[config.mk]
export PLATFORM = sky130hd
export DESIGN_NAME = multichannel_audio_mixer_unit
export DESIGN_NICKNAME = d
export VERILOG_FILES = /design/src/hw/rtl/mcam_pkg.sv /design/src/hw/rtl/mcam_div.sv /design/src/hw/rtl/mcam_front.sv /design/src/hw/rtl/mcam_back.sv /design/src/hw/rtl/multichannel_audio_mixer_unit.sv
export SDC_FILE = /design/constraint.sdc
export NUM_CORES = 2
export LEC_CHECK = 0
export BUFFER_PORTS_ARGS = -buffer_cell sky130_fd_sc_hd__buf_2
export CORE_ASPECT_RATIO = 1.25
export CORE_MARGIN = 2
export CORE_UTILIZATION = 25
export CTS_CLUSTER_DIAMETER = 80
export DETAILED_ROUTE_END_ITERATION = 12
export MAX_ROUTING_LAYER = met4
export PLACE_DENSITY = 0.39
export SYNTH_ARGS = -nofsm -noshare
export SYNTH_HDL_FRONTEND = slang
export SYNTH_SLANG_ARGS = --single-unit
[constraint.sdc]
create_clock -name clock -period 28.7 [get_ports clock]
set_input_delay 8.61 -clock clock [delete_from_list [all_inputs] [get_ports clock]]
set_output_delay 8.61 -clock clock [all_outputs]
set_load 0.02 [all_outputs]
[src/hw/rtl/mcam_pkg.sv]
// ----------------------------------------------------------------------------
// Mixer package
// Word types, codes and constants of the multichannel audio mixer.
// ----------------------------------------------------------------------------
package mcam_pkg;

   localparam int CHANNELS_DEF = 8;

   localparam logic [2:0] OP_START  = 3'd0;
   localparam logic [2:0] OP_DELAY  = 3'd1;
   localparam logic [2:0] OP_ABORT  = 3'd2;
   localparam logic [2:0] OP_SAMPLE = 3'd3;
   localparam logic [2:0] OP_MIX    = 3'd4;

   localparam logic [2:0] ST_DONE     = 3'd0;
   localparam logic [2:0] ST_GRANTED  = 3'd1;
   localparam logic [2:0] ST_NO_FREE  = 3'd2;
   localparam logic [2:0] ST_FINISHED = 3'd3;
   localparam logic [2:0] ST_RELEASED = 3'd4;
   localparam logic [2:0] ST_MIXED    = 3'd5;
   localparam logic [2:0] ST_IDLE_MIX = 3'd6;

   localparam logic CSR_OUTPUT_ENABLE = 1'b0;
   localparam logic CSR_SAMPLE_RATE   = 1'b1;

   localparam logic        OUTPUT_ENABLE_RESET = 1'b1;
   localparam logic [15:0] SAMPLE_RATE_RESET   = 16'd22050;
   localparam logic [31:0] MS_PER_SECOND       = 32'd1000;
   // divide by 1000: multiply by ceil(2^38 / 1000), keep bits from 38 up
   localparam logic [28:0] DELAY_RECIP         = 29'd274877907;
   localparam int          DELAY_SHIFT         = 38;
   localparam logic [13:0] DELAY_MAX           = 14'd16383;
   localparam logic signed [28:0] MIX_HI       = 29'sd134217727;
   localparam logic signed [28:0] MIX_LO       = -29'sd134217728;
   localparam logic signed [20:0] OUT_HI       = 21'sd32767;
   localparam logic signed [20:0] OUT_LO       = -21'sd32767;
   localparam logic signed [27:0] ROUND_BIAS   = 28'sd127;

   typedef struct packed {
      logic [2:0]         opcode;
      logic [7:0]         slot_tag;
      logic [7:0]         subslot;
      logic [2:0]         channel;
      logic [7:0]         volume_min;
      logic [7:0]         volume_max;
      logic [31:0]        wave_length;
      logic [7:0]         delay_ms;
      logic signed [15:0] sample;
      logic               sample_present;
   } req_type;

   typedef struct packed {
      logic [2:0]         status;
      logic [2:0]         out_channel;
      logic [7:0]         owner_tag;
      logic [7:0]         owner_subslot;
      logic signed [15:0] mixed_sample;
   } rsp_type;

   typedef enum logic [2:0] {
      K_START, K_DELAY, K_ABORT, K_SAMPLE, K_MIX, K_NOP
   } kind_type;

   typedef struct packed {
      kind_type kind;
      req_type  req;
   } cmd_type;

   typedef struct packed {
      logic    valid;
      cmd_type cmd;
   } queue_head_type;

endpackage

[src/hw/rtl/mcam_div.sv]
// ----------------------------------------------------------------------------
// Mixer divider
// Restoring 32-bit unsigned divider, one quotient bit per cycle.
// ----------------------------------------------------------------------------
module mcam_div (
   input  logic        clock,
   input  logic        reset,
   input  logic        start,
   input  logic [31:0] dividend,
   input  logic [31:0] divisor,
   output logic        done,
   output logic [31:0] quotient
);

   logic [31:0] rem_ff, rem_in;
   logic [31:0] quo_ff, quo_in;
   logic [31:0] dvs_ff, dvs_in;
   logic [5:0]  cnt_ff, cnt_in;
   logic        done_ff, done_in;
   logic [32:0] shifted;

   always_comb begin
      rem_in  = rem_ff;
      quo_in  = quo_ff;
      dvs_in  = dvs_ff;
      cnt_in  = cnt_ff;
      done_in = 1'b0;
      shifted = {rem_ff, quo_ff[31]};
      if (start) begin
         rem_in = '0;
         quo_in = dividend;
         dvs_in = divisor;
         cnt_in = 6'd32;
      end else if (cnt_ff != 6'd0) begin
         if (shifted >= {1'b0, dvs_ff}) begin
            rem_in = 32'(shifted - {1'b0, dvs_ff});
            quo_in = {quo_ff[30:0], 1'b1};
         end else begin
            rem_in = shifted[31:0];
            quo_in = {quo_ff[30:0], 1'b0};
         end
         cnt_in  = cnt_ff - 6'd1;
         done_in = (cnt_ff == 6'd1);
      end
   end

   always_ff @(posedge clock) begin
      if (reset) begin
         cnt_ff  <= '0;
         done_ff <= 1'b0;
      end else begin
         cnt_ff  <= cnt_in;
         done_ff <= done_in;
      end
   end

   always_ff @(posedge clock) begin
      rem_ff <= rem_in;
      quo_ff <= quo_in;
      dvs_ff <= dvs_in;
   end

   assign done     = done_ff;
   assign quotient = quo_ff;

endmodule

[src/hw/rtl/mcam_front.sv]
// ----------------------------------------------------------------------------
// Mixer front end
// Accepts request words, classifies them and queues them for the back end.
// ----------------------------------------------------------------------------
module mcam_front (
   input  logic                    clock,
   input  logic                    reset,
   input  logic                    req_valid,
   output logic                    req_stall,
   input  mcam_pkg::req_type       req_payload,
   output mcam_pkg::queue_head_type head,
   input  logic                    pop
);

   mcam_pkg::cmd_type q_ff [2];
   logic       wr_ptr_ff, wr_ptr_in;
   logic       rd_ptr_ff, rd_ptr_in;
   logic [1:0] count_ff, count_in;
   logic       push, take;
   mcam_pkg::cmd_type cls;

   always_comb begin
      cls.req = req_payload;
      case (req_payload.opcode)
         mcam_pkg::OP_START:  cls.kind = mcam_pkg::K_START;
         mcam_pkg::OP_DELAY:  cls.kind = mcam_pkg::K_DELAY;
         mcam_pkg::OP_ABORT:  cls.kind = mcam_pkg::K_ABORT;
         mcam_pkg::OP_SAMPLE: cls.kind = mcam_pkg::K_SAMPLE;
         mcam_pkg::OP_MIX:    cls.kind = mcam_pkg::K_MIX;
         default:             cls.kind = mcam_pkg::K_NOP;
      endcase
   end

   assign req_stall = (count_ff == 2'd2);
   assign push      = req_valid && !req_stall;
   assign take      = pop && (count_ff != 2'd0);

   always_comb begin
      wr_ptr_in = push ? !wr_ptr_ff : wr_ptr_ff;
      rd_ptr_in = take ? !rd_ptr_ff : rd_ptr_ff;
      count_in  = 2'(count_ff + {1'b0, push} - {1'b0, take});
   end

   always_ff @(posedge clock) begin
      if (reset) begin
         wr_ptr_ff <= 1'b0;
         rd_ptr_ff <= 1'b0;
         count_ff  <= '0;
      end else begin
         wr_ptr_ff <= wr_ptr_in;
         rd_ptr_ff <= rd_ptr_in;
         count_ff  <= count_in;
      end
   end

   always_ff @(posedge clock) begin
      if (push) begin
         q_ff[wr_ptr_ff] <= cls;
      end
   end

   assign head.valid = (count_ff != 2'd0);
   assign head.cmd   = q_ff[rd_ptr_ff];

endmodule

[src/hw/rtl/mcam_back.sv]
// ----------------------------------------------------------------------------
// Mixer back end
// Channel table, sequencer, mix accumulator, configuration and result word.
// ----------------------------------------------------------------------------
module mcam_back #(
   parameter int CHANNELS = mcam_pkg::CHANNELS_DEF
) (
   input  logic                     clock,
   input  logic                     reset,
   input  mcam_pkg::queue_head_type head,
   output logic                     pop,
   input  logic                     csr_valid,
   output logic                     csr_ready,
   input  logic                     csr_index,
   input  logic [15:0]              csr_data,
   output logic                     rsp_valid,
   input  logic                     rsp_stall,
   output mcam_pkg::rsp_type        rsp_payload
);

   localparam int IDX_W = (CHANNELS > 1) ? $clog2(CHANNELS) : 1;

   typedef enum logic [5:0] {
      S_IDLE = 6'b000001,
      S_DIV  = 6'b000010,
      S_MUL  = 6'b000100,
      S_ACC  = 6'b001000,
      S_DONE = 6'b010000,
      S_RCP  = 6'b100000
   } state_type;

   state_type state_ff, state_in;

   logic        play_ff  [CHANNELS], play_in  [CHANNELS];
   logic [13:0] delay_ff [CHANNELS], delay_in [CHANNELS];
   logic        abort_ff [CHANNELS], abort_in [CHANNELS];
   logic [7:0]  tag_ff   [CHANNELS], tag_in   [CHANNELS];
   logic [7:0]  sub_ff   [CHANNELS], sub_in   [CHANNELS];
   logic [31:0] per_ff   [CHANNELS], per_in   [CHANNELS];
   logic [31:0] tmr_ff   [CHANNELS], tmr_in   [CHANNELS];
   logic [7:0]  vol_ff   [CHANNELS], vol_in   [CHANNELS];
   logic [CHANNELS-1:0] busy;

   mcam_pkg::cmd_type  cmd_ff, cmd_in;
   mcam_pkg::rsp_type  res_ff, res_in, rsp_ff, rsp_in;
   logic               rsp_valid_ff, rsp_valid_in;
   logic [IDX_W-1:0]   cur_ff, cur_in;
   logic signed [27:0] mix_ff, mix_in;
   logic               act_ff, act_in;
   logic signed [24:0] prod_ff, prod_in;
   logic [23:0]        dly_ff, dly_in;
   logic               oe_ff, oe_in;
   logic [15:0]        rate_ff, rate_in;

   logic [IDX_W-1:0]   free_idx, match_idx, ch_idx;
   logic               free_hit, match_hit, ch_hit;
   logic               div_start, div_done;
   logic [31:0]        div_a, div_b, div_q;
   logic signed [28:0] sum29;
   logic signed [27:0] adj;
   logic signed [20:0] q21;
   logic [31:0]        t_next;
   logic [52:0]        rcp;
   logic [14:0]        q15;
   logic [13:0]        d14;
   logic               out_free;

   mcam_div u_div (
      .clock    (clock),
      .reset    (reset),
      .start    (div_start),
      .dividend (div_a),
      .divisor  (div_b),
      .done     (div_done),
      .quotient (div_q)
   );

   always_comb begin
      free_idx  = '0;
      free_hit  = 1'b0;
      match_idx = '0;
      match_hit = 1'b0;
      for (int c = CHANNELS - 1; c >= 0; c--) begin
         busy[c] = play_ff[c] || (delay_ff[c] != 14'd0) || abort_ff[c];
         if (!busy[c]) begin
            free_idx = IDX_W'(c);
            free_hit = 1'b1;
         end
         if (busy[c] && tag_ff[c] == head.cmd.req.slot_tag
               && sub_ff[c] == head.cmd.req.subslot) begin
            match_idx = IDX_W'(c);
            match_hit = 1'b1;
         end
      end
      ch_idx = IDX_W'(head.cmd.req.channel);
      ch_hit = (int'(head.cmd.req.channel) < CHANNELS) && busy[ch_idx];
   end

   assign out_free = !rsp_valid_ff || !rsp_stall;
   assign pop      = (state_ff == S_IDLE);

   always_comb begin
      for (int c = 0; c < CHANNELS; c++) begin
         play_in[c]  = play_ff[c];
         delay_in[c] = delay_ff[c];
         abort_in[c] = abort_ff[c];
         tag_in[c]   = tag_ff[c];
         sub_in[c]   = sub_ff[c];
         per_in[c]   = per_ff[c];
         tmr_in[c]   = tmr_ff[c];
         vol_in[c]   = vol_ff[c];
      end
      state_in     = state_ff;
      cmd_in       = cmd_ff;
      res_in       = res_ff;
      cur_in       = cur_ff;
      mix_in       = mix_ff;
      act_in       = act_ff;
      prod_in      = prod_ff;
      dly_in       = dly_ff;
      rsp_in       = rsp_ff;
      rsp_valid_in = rsp_valid_ff && rsp_stall;
      div_start    = 1'b0;
      div_a        = head.cmd.req.wave_length;
      div_b        = 32'(head.cmd.req.volume_max) - 32'(head.cmd.req.volume_min);
      sum29        = 29'(mix_ff) + 29'(prod_ff);
      adj          = mix_ff + (mix_ff[27] ? mcam_pkg::ROUND_BIAS : 28'sd0);
      q21          = 21'(adj >>> 7);
      t_next       = tmr_ff[cur_ff] - 32'd1;
      rcp          = 53'(dly_ff) * 53'(mcam_pkg::DELAY_RECIP);
      q15          = rcp[mcam_pkg::DELAY_SHIFT +: 15];
      d14          = (q15 > 15'(mcam_pkg::DELAY_MAX)) ? mcam_pkg::DELAY_MAX
                                                      : q15[13:0];

      case (state_ff)
         S_IDLE: begin
            if (head.valid) begin
               cmd_in = head.cmd;
               res_in = '0;
               state_in = S_DONE;
               case (head.cmd.kind)
                  mcam_pkg::K_START: begin
                     cur_in = free_idx;
                     if (!free_hit) begin
                        res_in.status = mcam_pkg::ST_NO_FREE;
                     end else if (head.cmd.req.volume_max == head.cmd.req.volume_min) begin
                        play_in[free_idx]  = 1'b1;
                        tag_in[free_idx]   = head.cmd.req.slot_tag;
                        sub_in[free_idx]   = head.cmd.req.subslot;
                        vol_in[free_idx]   = head.cmd.req.volume_min;
                        per_in[free_idx]   = '0;
                        tmr_in[free_idx]   = '0;
                        res_in.status      = mcam_pkg::ST_GRANTED;
                        res_in.out_channel = 3'(free_idx);
                     end else begin
                        div_start = 1'b1;
                        state_in  = S_DIV;
                     end
                  end
                  mcam_pkg::K_DELAY: begin
                     cur_in = free_idx;
                     if (!free_hit) begin
                        res_in.status = mcam_pkg::ST_NO_FREE;
                     end else begin
                        dly_in   = 24'(head.cmd.req.delay_ms) * 24'(rate_ff);
                        state_in = S_RCP;
                     end
                  end
                  mcam_pkg::K_ABORT: begin
                     if (match_hit) begin
                        abort_in[match_idx] = 1'b1;
                     end
                  end
                  mcam_pkg::K_SAMPLE: begin
                     cur_in = ch_idx;
                     if (ch_hit) begin
                        res_in.out_channel = head.cmd.req.channel;
                        if (abort_ff[ch_idx]) begin
                           play_in[ch_idx]  = 1'b0;
                           delay_in[ch_idx] = '0;
                           abort_in[ch_idx] = 1'b0;
                           res_in.status    = mcam_pkg::ST_RELEASED;
                        end else if (delay_ff[ch_idx] != 14'd0) begin
                           delay_in[ch_idx] = delay_ff[ch_idx] - 14'd1;
                           if (delay_ff[ch_idx] == 14'd1) begin
                              res_in.status        = mcam_pkg::ST_FINISHED;
                              res_in.owner_tag     = tag_ff[ch_idx];
                              res_in.owner_subslot = sub_ff[ch_idx];
                           end else begin
                              act_in = 1'b1;
                           end
                        end else if (!head.cmd.req.sample_present) begin
                           play_in[ch_idx]      = 1'b0;
                           res_in.status        = mcam_pkg::ST_FINISHED;
                           res_in.owner_tag     = tag_ff[ch_idx];
                           res_in.owner_subslot = sub_ff[ch_idx];
                        end else begin
                           act_in   = 1'b1;
                           state_in = S_MUL;
                        end
                     end
                  end
                  mcam_pkg::K_MIX: begin
                     if (!act_ff) begin
                        res_in.status = mcam_pkg::ST_IDLE_MIX;
                     end else begin
                        res_in.status = mcam_pkg::ST_MIXED;
                        if (!oe_ff) begin
                           res_in.mixed_sample = '0;
                        end else if (q21 > mcam_pkg::OUT_HI) begin
                           res_in.mixed_sample = 16'(mcam_pkg::OUT_HI);
                        end else if (q21 < mcam_pkg::OUT_LO) begin
                           res_in.mixed_sample = 16'(mcam_pkg::OUT_LO);
                        end else begin
                           res_in.mixed_sample = 16'(q21);
                        end
                     end
                     mix_in = '0;
                     act_in = 1'b0;
                  end
                  default: begin
                     res_in.status = mcam_pkg::ST_DONE;
                  end
               endcase
            end
         end
         S_DIV: begin
            if (div_done) begin
               res_in.status      = mcam_pkg::ST_GRANTED;
               res_in.out_channel = 3'(cur_ff);
               play_in[cur_ff]    = 1'b1;
               tag_in[cur_ff]     = cmd_ff.req.slot_tag;
               sub_in[cur_ff]     = cmd_ff.req.subslot;
               vol_in[cur_ff]     = cmd_ff.req.volume_min;
               per_in[cur_ff]     = div_q;
               tmr_in[cur_ff]     = div_q;
               state_in           = S_DONE;
            end
         end
         S_RCP: begin
            res_in.status      = mcam_pkg::ST_GRANTED;
            res_in.out_channel = 3'(cur_ff);
            if (d14 != 14'd0) begin
               tag_in[cur_ff]   = cmd_ff.req.slot_tag;
               sub_in[cur_ff]   = cmd_ff.req.subslot;
               delay_in[cur_ff] = d14;
            end
            state_in = S_DONE;
         end
         S_MUL: begin
            prod_in  = 25'(cmd_ff.req.sample) * 25'($signed({1'b0, vol_ff[cur_ff]}));
            state_in = S_ACC;
         end
         S_ACC: begin
            if (sum29 > mcam_pkg::MIX_HI) begin
               mix_in = 28'(mcam_pkg::MIX_HI);
            end else if (sum29 < mcam_pkg::MIX_LO) begin
               mix_in = 28'(mcam_pkg::MIX_LO);
            end else begin
               mix_in = 28'(sum29);
            end
            if (per_ff[cur_ff] != 32'd0) begin
               if (t_next == 32'd0) begin
                  tmr_in[cur_ff] = per_ff[cur_ff];
                  vol_in[cur_ff] = vol_ff[cur_ff] + 8'd1;
               end else begin
                  tmr_in[cur_ff] = t_next;
               end
            end
            state_in = S_DONE;
         end
         S_DONE: begin
            if (out_free) begin
               rsp_valid_in = 1'b1;
               rsp_in       = res_ff;
               state_in     = S_IDLE;
            end
         end
         default: begin
            state_in = S_IDLE;
         end
      endcase
   end

   assign csr_ready = 1'b1;

   always_comb begin
      oe_in   = oe_ff;
      rate_in = rate_ff;
      if (csr_valid) begin
         case (csr_index)
            mcam_pkg::CSR_OUTPUT_ENABLE: oe_in   = csr_data[0];
            mcam_pkg::CSR_SAMPLE_RATE:   rate_in = csr_data;
            default:                     oe_in   = oe_ff;
         endcase
      end
   end

   always_ff @(posedge clock) begin
      if (reset) begin
         state_ff     <= S_IDLE;
         rsp_valid_ff <= 1'b0;
         mix_ff       <= '0;
         act_ff       <= 1'b0;
         oe_ff        <= mcam_pkg::OUTPUT_ENABLE_RESET;
         rate_ff      <= mcam_pkg::SAMPLE_RATE_RESET;
         for (int c = 0; c < CHANNELS; c++) begin
            play_ff[c]  <= 1'b0;
            delay_ff[c] <= '0;
            abort_ff[c] <= 1'b0;
         end
      end else begin
         state_ff     <= state_in;
         rsp_valid_ff <= rsp_valid_in;
         mix_ff       <= mix_in;
         act_ff       <= act_in;
         oe_ff        <= oe_in;
         rate_ff      <= rate_in;
         for (int c = 0; c < CHANNELS; c++) begin
            play_ff[c]  <= play_in[c];
            delay_ff[c] <= delay_in[c];
            abort_ff[c] <= abort_in[c];
         end
      end
   end

   always_ff @(posedge clock) begin
      cmd_ff  <= cmd_in;
      res_ff  <= res_in;
      rsp_ff  <= rsp_in;
      cur_ff  <= cur_in;
      prod_ff <= prod_in;
      dly_ff  <= dly_in;
      for (int c = 0; c < CHANNELS; c++) begin
         tag_ff[c] <= tag_in[c];
         sub_ff[c] <= sub_in[c];
         per_ff[c] <= per_in[c];
         tmr_ff[c] <= tmr_in[c];
         vol_ff[c] <= vol_in[c];
      end
   end

   assign rsp_valid   = rsp_valid_ff;
   assign rsp_payload = rsp_ff;

endmodule

[src/hw/rtl/multichannel_audio_mixer_unit.sv]
// ----------------------------------------------------------------------------
// Multichannel audio mixer unit
// Channel table with volume ramps, delays, aborts and a saturating mix.
// ----------------------------------------------------------------------------
// Request words enter a two-word queue and are carried out one at a time by
// the back end. Abort, mix out, unknown codes, channel samples that free,
// count down or skip a channel, start sound without a ramp and any start with
// no free channel go straight to the done state; a sample that plays passes
// through multiply, then accumulate. Start sound with a ramp waits for the
// radix-2 divider to form the ramp period; start delay forms the rate product,
// then a reciprocal multiply for the division by 1000. A finished result waits
// in the output register while the queue keeps taking new words until full.
module multichannel_audio_mixer_unit #(
   parameter int CHANNELS = mcam_pkg::CHANNELS_DEF
) (
   input  logic              clock,
   input  logic              reset,
   input  logic              req_valid,
   output logic              req_stall,
   input  mcam_pkg::req_type req_payload,
   output logic              rsp_valid,
   input  logic              rsp_stall,
   output mcam_pkg::rsp_type rsp_payload,
   input  logic              csr_valid,
   output logic              csr_ready,
   input  logic              csr_index,
   input  logic [15:0]       csr_data
);

   mcam_pkg::queue_head_type head;
   logic                     pop;

   mcam_front u_front (
      .clock       (clock),
      .reset       (reset),
      .req_valid   (req_valid),
      .req_stall   (req_stall),
      .req_payload (req_payload),
      .head        (head),
      .pop         (pop)
   );

   mcam_back #(
      .CHANNELS (CHANNELS)
   ) u_back (
      .clock       (clock),
      .reset       (reset),
      .head        (head),
      .pop         (pop),
      .csr_valid   (csr_valid),
      .csr_ready   (csr_ready),
      .csr_index   (csr_index),
      .csr_data    (csr_data),
      .rsp_valid   (rsp_valid),
      .rsp_stall   (rsp_stall),
      .rsp_payload (rsp_payload)
   );

endmodule

==> results by group <==
CTS
  • Clock Sinks: 1331
  • Cts bufs inserted: 159
  • CTS resizes: 0
  • Clock tree buffer depth: 4
  • Setup Fix Bufs, Post-CTS: 0
  • # H-tree levels: 4
  • Root Buffer: clkbuf_16
  • Hold_buf cts: 0
  • Worst-Skew Late Latency: 0.88 ns
  • CTS tree: yes
  • Clock Pin Slew Worst Setup and Hold Paths: 0.06 ns

Yosys
  • Yosys top cell by area: edfxtp_1
  • Synthesized area: 88270 um2
  • Asr flop ratio synth: 0%
  • FF+latch count, synth: 1331
  • Synth cell types: 104
  • Post-synth top area share: 37.52%
  • Net count after synthesis: 9564
  • Syn avg cell area: 10.25 um2
  • Top cells by area, synth: edfxtp_1 38%, fa_1 8.8%, ha_1 6.3%
  • Post-Syn Instances: 8614
  • Yosys warnings: 0
  • Number of flops mapped to enable cells by yosys: 1103
  • Register area share after synthesis: 42.70%
  • Top_reg_cell synth: edfxtp_1

Global routing
  • Total grt overflow: 0
  • M1 GR Usage: 23.17%
  • Met3 Use GR: 1.941%
  • Largest net degree at the start of global routing: 178
  • Gr busiest metal: met2
  • Vias in the first global route: 70840
  • First-pass GRT wire length: 503600 um
  • Initial antenna violation count: 19
  • Met2 Use GR: 34.30%
  • GR Util All Layers: 19.56%

Worst setup path
  • CP required: 20.09 ns
  • CP arrival: 1.73 ns
  • CP endpoint kind: output pin
  • Startpoint Class: flop
  • Crit Path Max Fanout: 5
  • Path type of the worst setup path: reg2out

Timing
  • Max-slew headroom: 2.561%
  • Pins Over Slew Limit: 0
  • Final setup fails: 0
  • Final worst path period share: 36.02%
  • Tmin final: 10.34 ns
  • RSZ-0062 raised after global routing: no
  • Fmax: 0.09674 GHz
  • Final Hold Viols: 0
  • Setup TNS: 0 ns
  • Slew @ Worst Pin: 1.449 ns
  • Hold_ws: 0.4184 ns
  • Setup Skew: 0.06730 ns

Cells and area
  • Design area: 99820 um2
  • Share of post-route cells with drive strength above 1: 10.75%
  • Layout area overhead: 13.09%
  • Fillers: 36890
  • Nets: 9585
  • Area of the multi-input gates: 46820 um2
  • FF+latch area: 37700 um2

Routing
  • Antenna-violating nets left: 0
  • Post-Route WL: 347500 um
  • Drt pass-1 iters: 6
  • Detailed-route via count: 69170
  • DR WL/cell: 25.91 um
  • Vias per cell: 5.157
  • DRC viols: 0
  • Initial drt markers: 5756

Floorplanning
  • Num ports: 158
  • Die height: 668.3 um
  • Die area: 357900 um2
  • Die Wd: 535.5 um
  • Core Rows: 243
  • CORE AREA: 350900 um2
  • Initial Util: 25.16%

Run status
  • Status: finished, final reports clean

Min path
  • Worst hold path class: reg2reg

Place
  • Placer Congestion: 0.9342
  • Number of port buffers: 156
  • Placed instance area: 94980 um2
  • Hpwl dp: 240100 um

Flow run
  • Max-cap violations: 0
-- per-stage QoR --
stage	utilization [%]	setup WS (ns)	cells
floorplan	-	7.488	8614
global placement	27.07	17.79	13130
detailed placement	27.07	17.78	13130
CTS	28.44	18.28	13410
global route	28.45	18.22	13410
finish	28.45	18.36	13410
-- layout make-up --
type | instances | area share, %
Multi-Input combinational cell | 6159 | 46.90
Sequential cell | 1331 | 37.77
Tap cell | 4655 | 5.835
Clock buffer | 207 | 4.271
Inverter | 637 | 2.398
Timing Repair Buffer | 347 | 2.250
Clock inverter | 69 | 0.5590
Antenna cell | 7 | 0.01755
-- cells in the final DEF (no fill, tap or decap), types with 139 or more instances in the layout --
cell type / n
edfxtp_1: 1103
nand2_1: 1073
o21ai_0: 880
inv_1: 635
nor2_1: 506
ha_1: 443
fa_1: 390
a21oi_1: 369
dfxtp_1: 224
xnor2_1: 197
buf_4: 189
nor3_1: 183
clkbuf_16: 162
buf_2: 155
nor2b_1: 145
a22oi_1: 139
-- worst max-delay path: stages (launching register included) --
cell and delay (ns):
dfxtp_1 0.41, inv_1 0.08, nand2_1 0.19, inv_1 0.06, buf_2 0.16
-- logic make-up (layout without fill, tap and decap cells) --
logic type / after synthesis / after routing / share of synthesized area, %
flops: 1331 / 1331 / 42.70
buf+inv: 1124 / 1260 / 4.934
other cells: 1 / 8 / 0.004249
simple gates: 2482 / 2482 / 12.96
fa+ha+maj: 833 / 833 / 15.13
xor+xnor: 299 / 299 / 2.967
mux: 332 / 332 / 5.774
compound gates: 2212 / 2212 / 15.54
-- path summary, 6_finish.rpt --
kind | start | end | slack [ns] | depth (start not counted)
min | u_back.res_ff[26] | u_back.rsp_payload[26] | 0.42 | 0
max reg2reg | u_back.dly_ff[12] | u_back.tag_ff[2][3] | 18.88 | 25
min reg2reg | u_back.res_ff[26] | u_back.rsp_payload[26] | 0.42 | 0
max | u_front.count_ff[0] | req_stall | 18.36 | 4
-- cells in the mapped netlist (all sizes together) (17+ instances only) --
library cell	number
a22oi	139
edfxtp	1103
mux2	41
nor2b	145
nand3	110
o21bai	22
nand2	1077
clkbuf	406
buf	81
o221ai	34
and3	24
xor2	98
nor3b	17
dfxtp	228
a32oi	21
nor2	521
and2	63
ha	443
mux2i	154
xnor2	201
nor4	105
inv	635
nand4	65
nand2b	55
a211oi	88
a22o	52
a221oi	18
or3	22
mux4	137
or2	27
o211ai	61
nor3	184
o22ai	91
a31oi	34
o21a	27
fa	390
a21o	88
o21ai	958
a21oi	389
o22a	18
-- per-layer routing --
layer | vias up | part of all wire [%]
met5 | - | 0
met4 | 0 | 4.0
met3 | 608 | 4.7
met2 | 2378 | 51
met1 | 34990 | 40
li1 | 31190 | -
-- flip-flops by register name (all words and copies together), names as in the netlist, 2 cells and up, named ones only --
register,count
u_back.delay_ff,112
u_back.play_ff,8
u_back.abort_ff,8
u_front.count_ff,2
u_back.sub_ff,64
u_back.cmd_ff,40
u_front.q_ff,190
u_back.per_ff,256
u_back.u_div.quotient,32
u_back.state_ff,6
u_back.tmr_ff,256
u_back.tag_ff,64
u_back.cur_ff,3
u_back.res_ff,38
u_back.mix_ff,28
u_back.prod_ff,25
u_back.vol_ff,64
u_back.u_div.rem_ff,32
u_back.dly_ff,24
u_back.rsp_payload,38
u_back.u_div.dvs_ff,9
u_back.u_div.cnt_ff,6
u_back.rate_ff,16
Power is not shown: default switching activity piles up to over one toggle a cycle in this logic, so the estimate is an artifact.
